$ cat src/ffbta_pkg.sv
// Shared types for the first-fit boundary-tag allocator.
// Holds the controller/datapath command and status bundles and the tag write selector.
// No dependencies.
package ffbta_pkg;

	// Which tag word a write step updates, and with what.
	typedef enum logic [3:0] {
		W_SETUP_HSZ,   // heap header size word = room
		W_SETUP_HAL,   // heap header allocated word = 0
		W_SETUP_FAL,   // heap footer allocated word = 0
		W_SETUP_FSZ,   // heap footer size word = room
		W_EXACT_HAL,   // exact fit: header allocated word = 1
		W_EXACT_FAL,   // exact fit: footer allocated word = 1
		W_SPLIT_HSZ,   // split: new header size word = size
		W_SPLIT_HAL,   // split: header allocated word = 1
		W_SPLIT_FAL,   // split: footer allocated word = 1
		W_SPLIT_FSZ,   // split: footer size word = size
		W_REST_HSZ,    // remainder header size word = rest
		W_REST_HAL,    // remainder header allocated word = 0
		W_REST_FSZ     // remainder footer size word = rest
	} wr_sel_t;

	typedef struct packed {
		logic     load_req;   // latch the request size
		logic     setup_chk;  // latch aligned heap bounds and room
		logic     set_ready;  // mark the heap as set up
		logic     init_walk;  // round the size, point at the first block
		logic     rd_en;      // issue a tag read
		logic     rd_alloc;   // read the allocated word instead of the size word
		logic     cap_sz;     // capture the size word just read
		logic     chk;        // latch next/mid/rest and step to the next block unless this one fits
		logic     wr_en;      // write one tag word
		wr_sel_t  wr_sel;
		logic     load_out;   // load the output register
		logic     grant;      // result kind for load_out
	} cmd_t;

	typedef struct packed {
		logic heap_ready;
		logic setup_ok;
		logic size_ok;
		logic in_heap;    // current block lies below the heap end
		logic fit;        // current block is free and large enough
		logic exact;      // current block size equals the request
		logic past_end;   // next block would start past the address space
	} status_t;

endpackage

$ cat src/ffbta_ctrl.sv
// Controller of the first-fit boundary-tag allocator: sequences setup, size check,
// tag walk, tag updates and result hand-off. Depends on ffbta_pkg.
module ffbta_ctrl (
	input  logic                clk,
	input  logic                arst_n,
	input  logic                s_tvalid,
	output logic                s_tready,
	output logic                m_tvalid,
	input  logic                m_tready,
	input  ffbta_pkg::status_t  status,
	output ffbta_pkg::cmd_t     cmd
);

	typedef enum logic [3:0] {
		IDLE, SETUP_CHK, SETUP_WR, SIZE_CHK, WALK, RD_HDR, RD_ALLOC, CHK,
		EXACT_WR, SPLIT_WR, FINISH
	} state_t;

	state_t     state_q;
	logic [2:0] wstep_q;
	logic       grant_q;
	logic       out_valid_q;
	logic       out_free;

	assign out_free = !out_valid_q || m_tready;
	assign s_tready = state_q == IDLE;
	assign m_tvalid = out_valid_q;

	always_comb begin
		cmd = '0;
		cmd.wr_sel = ffbta_pkg::W_SETUP_HSZ;
		unique case (state_q)
			IDLE:      cmd.load_req = s_tvalid;
			SETUP_CHK: cmd.setup_chk = status.setup_ok;
			SETUP_WR: begin
				cmd.wr_en = 1'b1;
				unique case (wstep_q)
					3'd0:    cmd.wr_sel = ffbta_pkg::W_SETUP_HSZ;
					3'd1:    cmd.wr_sel = ffbta_pkg::W_SETUP_HAL;
					3'd2:    cmd.wr_sel = ffbta_pkg::W_SETUP_FAL;
					default: cmd.wr_sel = ffbta_pkg::W_SETUP_FSZ;
				endcase
				cmd.set_ready = wstep_q == 3'd3;
			end
			SIZE_CHK:  cmd.init_walk = status.size_ok;
			WALK:      cmd.rd_en = status.in_heap;
			RD_HDR: begin
				// size word is in the read register now; fetch the allocated word
				cmd.rd_en    = 1'b1;
				cmd.rd_alloc = 1'b1;
				cmd.cap_sz   = 1'b1;
			end
			RD_ALLOC:  ;
			CHK:       cmd.chk = 1'b1;
			EXACT_WR: begin
				cmd.wr_en  = 1'b1;
				cmd.wr_sel = (wstep_q == 3'd0) ? ffbta_pkg::W_EXACT_HAL : ffbta_pkg::W_EXACT_FAL;
			end
			SPLIT_WR: begin
				cmd.wr_en = 1'b1;
				unique case (wstep_q)
					3'd0:    cmd.wr_sel = ffbta_pkg::W_SPLIT_HSZ;
					3'd1:    cmd.wr_sel = ffbta_pkg::W_SPLIT_HAL;
					3'd2:    cmd.wr_sel = ffbta_pkg::W_SPLIT_FAL;
					3'd3:    cmd.wr_sel = ffbta_pkg::W_SPLIT_FSZ;
					3'd4:    cmd.wr_sel = ffbta_pkg::W_REST_HSZ;
					3'd5:    cmd.wr_sel = ffbta_pkg::W_REST_HAL;
					default: cmd.wr_sel = ffbta_pkg::W_REST_FSZ;
				endcase
			end
			FINISH: begin
				cmd.load_out = out_free;
				cmd.grant    = grant_q;
			end
			default: ;
		endcase
	end

	always_ff @(posedge clk or negedge arst_n) begin
		if (!arst_n) begin
			state_q     <= IDLE;
			wstep_q     <= '0;
			grant_q     <= 1'b0;
			out_valid_q <= 1'b0;
		end else begin
			if (state_q == FINISH && out_free) begin
				out_valid_q <= 1'b1;
			end else if (m_tready) begin
				out_valid_q <= 1'b0;
			end
			unique case (state_q)
				IDLE: begin
					if (s_tvalid) begin
						state_q <= status.heap_ready ? SIZE_CHK : SETUP_CHK;
					end
				end
				SETUP_CHK: begin
					wstep_q <= '0;
					grant_q <= 1'b0;
					state_q <= status.setup_ok ? SETUP_WR : FINISH;
				end
				SETUP_WR: begin
					wstep_q <= wstep_q + 3'd1;
					if (wstep_q == 3'd3) begin
						state_q <= SIZE_CHK;
					end
				end
				SIZE_CHK: begin
					grant_q <= 1'b0;
					state_q <= status.size_ok ? WALK : FINISH;
				end
				WALK:     state_q <= status.in_heap ? RD_HDR : FINISH;
				RD_HDR:   state_q <= RD_ALLOC;
				RD_ALLOC: state_q <= CHK;
				CHK: begin
					wstep_q <= '0;
					priority if (status.fit) begin
						grant_q <= 1'b1;
						state_q <= status.exact ? EXACT_WR : SPLIT_WR;
					end else if (status.past_end) begin
						state_q <= FINISH;
					end else begin
						state_q <= WALK;
					end
				end
				EXACT_WR: begin
					wstep_q <= wstep_q + 3'd1;
					if (wstep_q == 3'd1) begin
						state_q <= FINISH;
					end
				end
				SPLIT_WR: begin
					wstep_q <= wstep_q + 3'd1;
					if (wstep_q == 3'd6) begin
						state_q <= FINISH;
					end
				end
				FINISH: begin
					if (out_free) begin
						state_q <= IDLE;
					end
				end
				default: state_q <= IDLE;
			endcase
		end
	end

	a_load_when_free: assert property (@(posedge clk) disable iff (!arst_n)
		cmd.load_out |-> (!out_valid_q || m_tready))
		else $error("output register loaded while a word is still held");

	a_one_item: assert property (@(posedge clk) disable iff (!arst_n)
		(s_tvalid && s_tready) |=> !s_tready)
		else $error("second word accepted before the first completed");

	a_fit_writes: assert property (@(posedge clk) disable iff (!arst_n)
		(state_q == CHK && status.fit) |=> (cmd.wr_en && grant_q))
		else $error("fitting block not followed by a tag update");

	a_no_rw_clash: assert property (@(posedge clk) disable iff (!arst_n)
		cmd.wr_en |-> !(cmd.rd_en || cmd.load_out || s_tready))
		else $error("tag write overlaps a read, result load or input accept");

endmodule

$ cat config.mk
export PLATFORM = sky130hd
export DESIGN_NAME = ffbta_ctrl
export DESIGN_NICKNAME = d
export VERILOG_FILES = /design/src/ffbta_pkg.sv /design/src/ffbta_ctrl.sv
export SDC_FILE = /design/constraint.sdc
export NUM_CORES = 1
export LEC_CHECK = 0
export BUFFER_PORTS_ARGS = -buffer_cell sky130_fd_sc_hd__buf_2
export CORE_UTILIZATION = 51
export DETAILED_ROUTE_END_ITERATION = 7
export PLACE_DENSITY = 0.78
export SYNTH_ARGS = -nofsm -noshare
export SYNTH_HDL_FRONTEND = slang
export SYNTH_SLANG_ARGS = --single-unit
$ cat constraint.sdc
create_clock -name clk -period 2.13 [get_ports clk]
set_input_delay 0.426 -clock clk [delete_from_list [all_inputs] [get_ports clk]]
set_output_delay 0.426 -clock clk [all_outputs]
set_load 0.1 [all_outputs]
==> results by group, run 1 <==
Layout
  • Synth-to-Final Area Change: 74.63%
  • Fin area: 1645 um^2
  • Layout cells sized above 1: between 50% and 60%
  • # nets final: 172
  • Antenna diodes: 0
  • Final Util: between 90 and 100%

Die
  • Number of top-level pins: 28
  • Site Rows: 15
  • Die X: 44.98 um
  • Die Y: 44.98 um
  • Core area: 1727 um^2
  • Initial Utilization: 54.57%
  • Die ar.: 2023 um^2

STA
  • Final Setup Violations: 6
  • Clock period minus worst slack: 2405 ps
  • Clock Skew: 7.378 ps
  • Actual slew at the worst max-slew pin: 498.2 ps
  • RSZ-0062 raised after global routing: true
  • Final Cycle Share: 112.9%
  • Final setup TNS: -543.7 ps
  • Final hold vios: 0
  • Fin. max-slew vios: 0
  • Final worst slack: -275.2 ps
  • Max-slew headroom: 67.02%
  • Fmax: 415.8 MHz

Logic synthesis
  • Synth warn: 0
  • Top_reg_cell synth: dfrtp_1
  • Post-synth EDFFs: 0
  • Top area cells in the synthesized netlist: dfrtp_1 24%, ha_1 6.6%, a21oi_1 4.2%, nand2b_1 4.0%, buf_6 3.6%
  • Yosys reg bits: 9
  • Cell count after synthesis: 113
  • Mapped Area: roughly 940 um^2
  • Post-synth ARST share: 100.0%
  • Syn Nets: 129
  • Synthesized area per cell: 8.338 um^2
  • Register area share after synthesis: between 20% and 30%
  • Most frequent cells after synthesis: 9 x dfrtp_1, 8 x a21oi_1, 8 x inv_1
  • Most frequent cell after synthesis: dfrtp_1
  • Cell taking the most area after synthesis: dfrtp_1
  • Share of the synthesized area in the top cell type: about a quarter
  • Post-synth cell types: 46

Min path
  • WHS Endpoint: grant_q
  • Worst Hold Launch: status[2]
  • Worst hold path stage count: 3
  • Type of the worst min-delay path: in2reg

CTS
  • Bufs on Longest Clock Path: 2
  • Cts bufs inserted: 3
  • CTS tree: done
  • CTS root buf: clkbuf_4
  • Clock Latency Late Sink: roughly 280 ps
  • Clock sinks: 9
  • Clk pin slew, worst setup/hold paths: 70 ps
  • CTS H-Tree Depth: 1

Global route
  • Global-route wire length before repair: 4554 um
  • Largest net degree at the start of global routing: 15
  • Total track usage: 31.39%
  • GRT overflow: 0
  • Vias in the first global route: 959
  • Initial antenna violation count: 0

Worst setup path
  • Worst reg2reg path depth: 6
  • Crit end category: output port
  • R2R Path End: state_q[3]
  • R2r setup slk: 320 ps
  • Maximum fanout along the worst path: 4
  • CP Class: reg2out
  • Worst reg2reg path startpoint: wstep_q[1]
  • CP arrival: ~2000 ps
  • Crit path launch type: flip-flop
  • Worst Path Required: between 1500 and 2000 ps

Placed design
  • Routability Congestion: 0.8959
  • Buffers on Ports: 27
  • HPWL Detailed: roughly 2000 um
  • Cell Area, Placed: 1414 um^2

Run
  • Max-Cap Viols: 0

Route
  • Via count: 1218
  • Drt total wl: 4058 um
  • Antenna-violating nets left: 0
  • Detailed-route vias per instance: 6.767
  • Drt initial violations: 131
  • Routed WL per cell: 22.54 um
  • TritonRoute pass-1 iters: 6
  • Remaining routing DRC violations: 0

Status
  • Failing checks: negative setup slack
  • Status: finished with violations
==> cell usage in the layout (no fill, tap or decap), drive strengths merged, types with 5 or more instances in the layout <==
| master | count |
|---|---|
| buf | 45 |
| inv | 9 |
| a21oi | 9 |
| dfrtp | 9 |
| nor2 | 8 |
| o21ai | 7 |
| nand2b | 6 |
| nand2 | 5 |
| ha | 5 |
| nor3 | 5 |
==> area by class of cell <==
cell class	count	area [um^2]
multi-input cells	87	795.8
repair buffers	46	528.0
flip-flops and latches	9	230.2
fillers	47	81.33
inverters	9	33.78
well taps	25	31.28
clock buffers	4	26.28
==> routing by layer <==
layer	track usage, %	up-vias	part of all wire (%)
li1	-	495	-
met1	39.95	567	35
met2	48.70	119	46
met3	8.800	37	11
met4	15.15	0	7.6
met5	0	-	0
==> critical path, cell delays in order (launching register included) <==
cell and delay [ps]:
dfrtp_2 460, ha_4 190, ha_4 160, or3_1 310, a31oi_1 210, o211ai_1 160
buf_12 210
==> how the worst max path moves through the flow <==
stage,slack [ps],startpoint,to
after floorplan,-680,state_q[2],cmd[2]
after global placement,120,wstep_q[0],cmd[2]
after detailed placement,60,wstep_q[0],cmd[2]
after CTS,-190,wstep_q[1],cmd[2]
after global routing,-390,state_q[2],cmd[2]
final,-280,wstep_q[0],cmd[2]
==> flip-flops by register name, indices dropped and copies added (netlist names) <==
| signal | count |
|---|---|
| m_tvalid | 1 |
| state_q | 4 |
| grant_q | 1 |
| wstep_q | 3 |
==> kinds of logic (layout without fill, tap and decap cells) <==
group | after synthesis | in the layout | synth area share [%]
mux | 1 | 1 | 1.195
simple gates | 46 | 46 | 30.68
compound gates | 35 | 35 | 27.23
fa+ha+maj | 5 | 5 | 6.640
flops | 9 | 9 | 23.90
buf+inv | 17 | 59 | 10.36
==> what timing repair did <==
| item | 4_1_cts | 5_1_grt |
|---|---|---|
| hold endpoints to repair | 9 | 0 |
| setup buffers | 3 | 7 |
| endpoints found under the setup margin | 7 | 9 |
| pin swaps | 3 | 2 |
| hold buffers | 1 | 0 |
| gates resized for setup | 10 | 19 |
==> through the flow <==
stage	hold slack, ps	setup slack (ps)	cells
floorplan	130.4	-681.2	113
global route	486.3	-391.3	180
detailed placement	291.6	62.20	165
finish	465.7	-275.2	180
global placement	287.0	124.4	165
CTS	447.6	-194.5	173
Power of run 1 is not shown: default switching activity piles up to over one toggle a cycle in this logic, so the estimate is an artifact.
==> run 2: changes to the inputs <==
--- a/config.mk
+++ b/config.mk
@@ -5,10 +5,12 @@
 export SDC_FILE = /design/constraint.sdc
 export NUM_CORES = 1
 export LEC_CHECK = 0
+export ABC_AREA = 1
 export BUFFER_PORTS_ARGS = -buffer_cell sky130_fd_sc_hd__buf_2
-export CORE_UTILIZATION = 51
+export CAP_MARGIN = 25
+export CORE_UTILIZATION = 50
 export DETAILED_ROUTE_END_ITERATION = 7
-export PLACE_DENSITY = 0.78
+export PLACE_DENSITY = 0.77
 export SYNTH_ARGS = -nofsm -noshare
 export SYNTH_HDL_FRONTEND = slang
 export SYNTH_SLANG_ARGS = --single-unit
==> run 2 against run 1 <==
Effect of this change:
- the flow still finishes with violations (negative setup slack)
- worst setup slack better by 150 ps
- critical path depth grew 3
- maximum frequency grew 6.6%
- die area is 0.42% lower
- global-route usage is 2.5 points higher
- count of clock-buffer cells in the layout unchanged
- routed wire length decreased by 13%
- hold slack worse by 100 ps
==> results by group, run 2 <==
STA
  • Final Cycle Share: 105.9%
  • Max-slew headroom: 68.12%
  • Clock period minus worst slack: ~2300 ps
  • Actual slew at the worst max-slew pin: 481.5 ps
  • RSZ-0062 raised after global routing: true
  • Final worst slack: -125.8 ps
  • Clock Skew: 9.746 ps
  • Fin. max-slew vios: 0
  • Final Setup Violations: 4
  • Final hold vios: 0
  • Fmax: 443.3 MHz

Status
  • Failing checks: negative setup slack
  • Status: finished with violations

Layout
  • Regs by FF count: state_q x4, wstep_q x3
  • Max FFs per register: 4
  • Fin area: roughly 1600 um^2
  • Final Util: about nine tenths
  • Storage element area: 230.2 um^2
  • Multi-input gate area: 725.7 um^2
  • Filler cells: 81
  • # nets final: approximately 200
  • Antenna diodes: 0
  • Most common cell after layout, fill and taps aside: nand2_1
  • Synth-to-Final Area Change: 69.25%
  • Layout cells sized above 1: about 53%
  • Biggest register: state_q
  • Commonest cells after routing, fill and taps aside: 28 x nand2_1, 19 x inv_1, 16 x buf_4

CTS
  • Clock sinks: 9
  • CTS tree: done
  • Clock Latency Late Sink: ~280 ps
  • CTS root buf: clkbuf_4
  • Cts bufs inserted: 3
  • Bufs on Longest Clock Path: 2
  • CTS H-Tree Depth: 1
  • Clk pin slew, worst setup/hold paths: 60 ps

Logic synthesis
  • Syn Nets: 157
  • Top_reg_cell synth: dfrtp_1
  • Post-synth ARST share: 100.0%
  • Top area cells in the synthesized netlist: dfrtp_1 24%, nand2_1 13%, inv_1 11%, nand3_1 7.1%, ha_1 6.8%
  • Cell count after synthesis: 141
  • Mapped Area: 919.6 um^2
  • Share of the synthesized area in the top cell type: 24.49%
  • Post-synth EDFFs: 0
  • Yosys reg bits: 9
  • Synth warn: 0
  • Synthesized area per cell: 6.522 um^2
  • Post-synth cell types: 26
  • Most frequent cell after synthesis: nand2_1
  • Cell taking the most area after synthesis: dfrtp_1
  • Register area share after synthesis: 24.49%
  • Most frequent cells after synthesis: 32 x nand2_1, 26 x inv_1, 15 x nor2_1

Worst setup path
  • Crit end category: output port
  • CP Class: reg2out
  • Crit path launch type: flip-flop
  • CP arrival: around 1800 ps
  • Maximum fanout along the worst path: 4
  • Worst Path Required: 1700 ps
  • Worst reg2reg path depth: 10

Placed design
  • HPWL Detailed: 1947 um
  • Cell Area, Placed: 1239 um^2
  • Routability Congestion: 0.8096
  • Post-Place Setup Slack: ~17 ps
  • Buffers on Ports: 27

Global route
  • Vias in the first global route: 1073
  • Largest net degree at the start of global routing: 10
  • Global-route wire length before repair: 4795 um
  • Total track usage: between 30% and 40%
  • GRT overflow: 0
  • Initial antenna violation count: 0

Die
  • Initial Utilization: between 50% and 60%
  • Site Rows: 15
  • Die Y: 44.89 um
  • Number of top-level pins: 28
  • Die X: 44.89 um
  • Core area: 1727 um^2
  • Die ar.: 2015 um^2

Min path
  • Type of the worst min-delay path: in2reg
  • Worst hold path stage count: 2

Route
  • Routed WL per cell: 16.67 um
  • Antenna-violating nets left: 0
  • Via count: approximately 1200
  • Detailed-route vias per instance: 5.547
  • Drt total wl: 3535 um
  • Remaining routing DRC violations: 0
  • Drt initial violations: 63
  • TritonRoute pass-1 iters: 4

Run
  • Max-Cap Viols: 0
run 2: cell count changes after synthesis, sizes merged, moves of 4 or more:
cell and change:
a21oi -5, nor2b -4, nand3 +13, nand2b -6, nor2 +14, nand2 +35, inv +20, buf -7
run 2: critical path, stage by stage (launching register included):
cell     delay [ps]
dfrtp_2         480
ha_4            200
ha_4            170
inv_4            70
nand2_4          50
a21oi_4         140
nand2_1         100
nand3_2          80
nand3_2          80
buf_12          180
run 2: path summary, 6_finish.rpt:
check                              to        from  slack (ps)
max in group asynchronous  wstep_q[0]      arst_n        1370
min reg2reg                  m_tvalid    m_tvalid         580
min in group asynchronous     grant_q      arst_n         540
max                            cmd[2]  wstep_q[0]        -130
min                          m_tvalid    m_tready         360
max reg2reg                state_q[3]  wstep_q[0]         400
run 2: cells by family (layout without fill, tap and decap cells):
kind of cell / after synthesis / count (layout) / synth area share, %
AND/OR/NAND/NOR: 81 / 81 / 44.22
buffers and inverters: 30 / 76 / 13.20
AO/OA/AOI/OAI: 16 / 16 / 11.29
flip-flops: 9 / 9 / 24.49
adder cells (fa/ha/maj): 5 / 5 / 6.803
run 2: layer usage:
layer	track usage, %	vias up	share of wire (%)	wire, um
li1	-	528	-	-
met1	39.55	544	38	1333
met2	55.88	81	50	1755
met3	6.000	23	7.9	278
met4	24.24	0	4.8	168
met5	0	-	0	0
run 2: timing repair:
action                                 in CTS  in global routing
cloned                                      0                  0
setup endpoints to repair                   4                 11
endpoints found under the hold margin       0                  5
resized for setup                          37                 26
hold buffers                                0                  1
pin swaps                                   6                 12
setup buffers                               7                  3
run 2: cell type report:
type,count,share of cell area [%]
well taps,25,2.010
inverters,29,8.199
multi-input cells,102,46.62
flip-flops and latches,9,14.79
repair buffers,43,26.69
clock buffers,4,1.688
run 2: metrics by stage:
step / setup TNS, ps / cells / hold WS, ps
after floorplan: -558.9 / 141 / 130.4
after global placement: 0 / 197 / 288.1
after detailed placement: 0 / 197 / 296.2
after CTS: -135.2 / 208 / 6.044
after global routing: -596.1 / 212 / 361.0
final: -334.1 / 212 / 361.0
Power of run 2 is left out for the same reason.
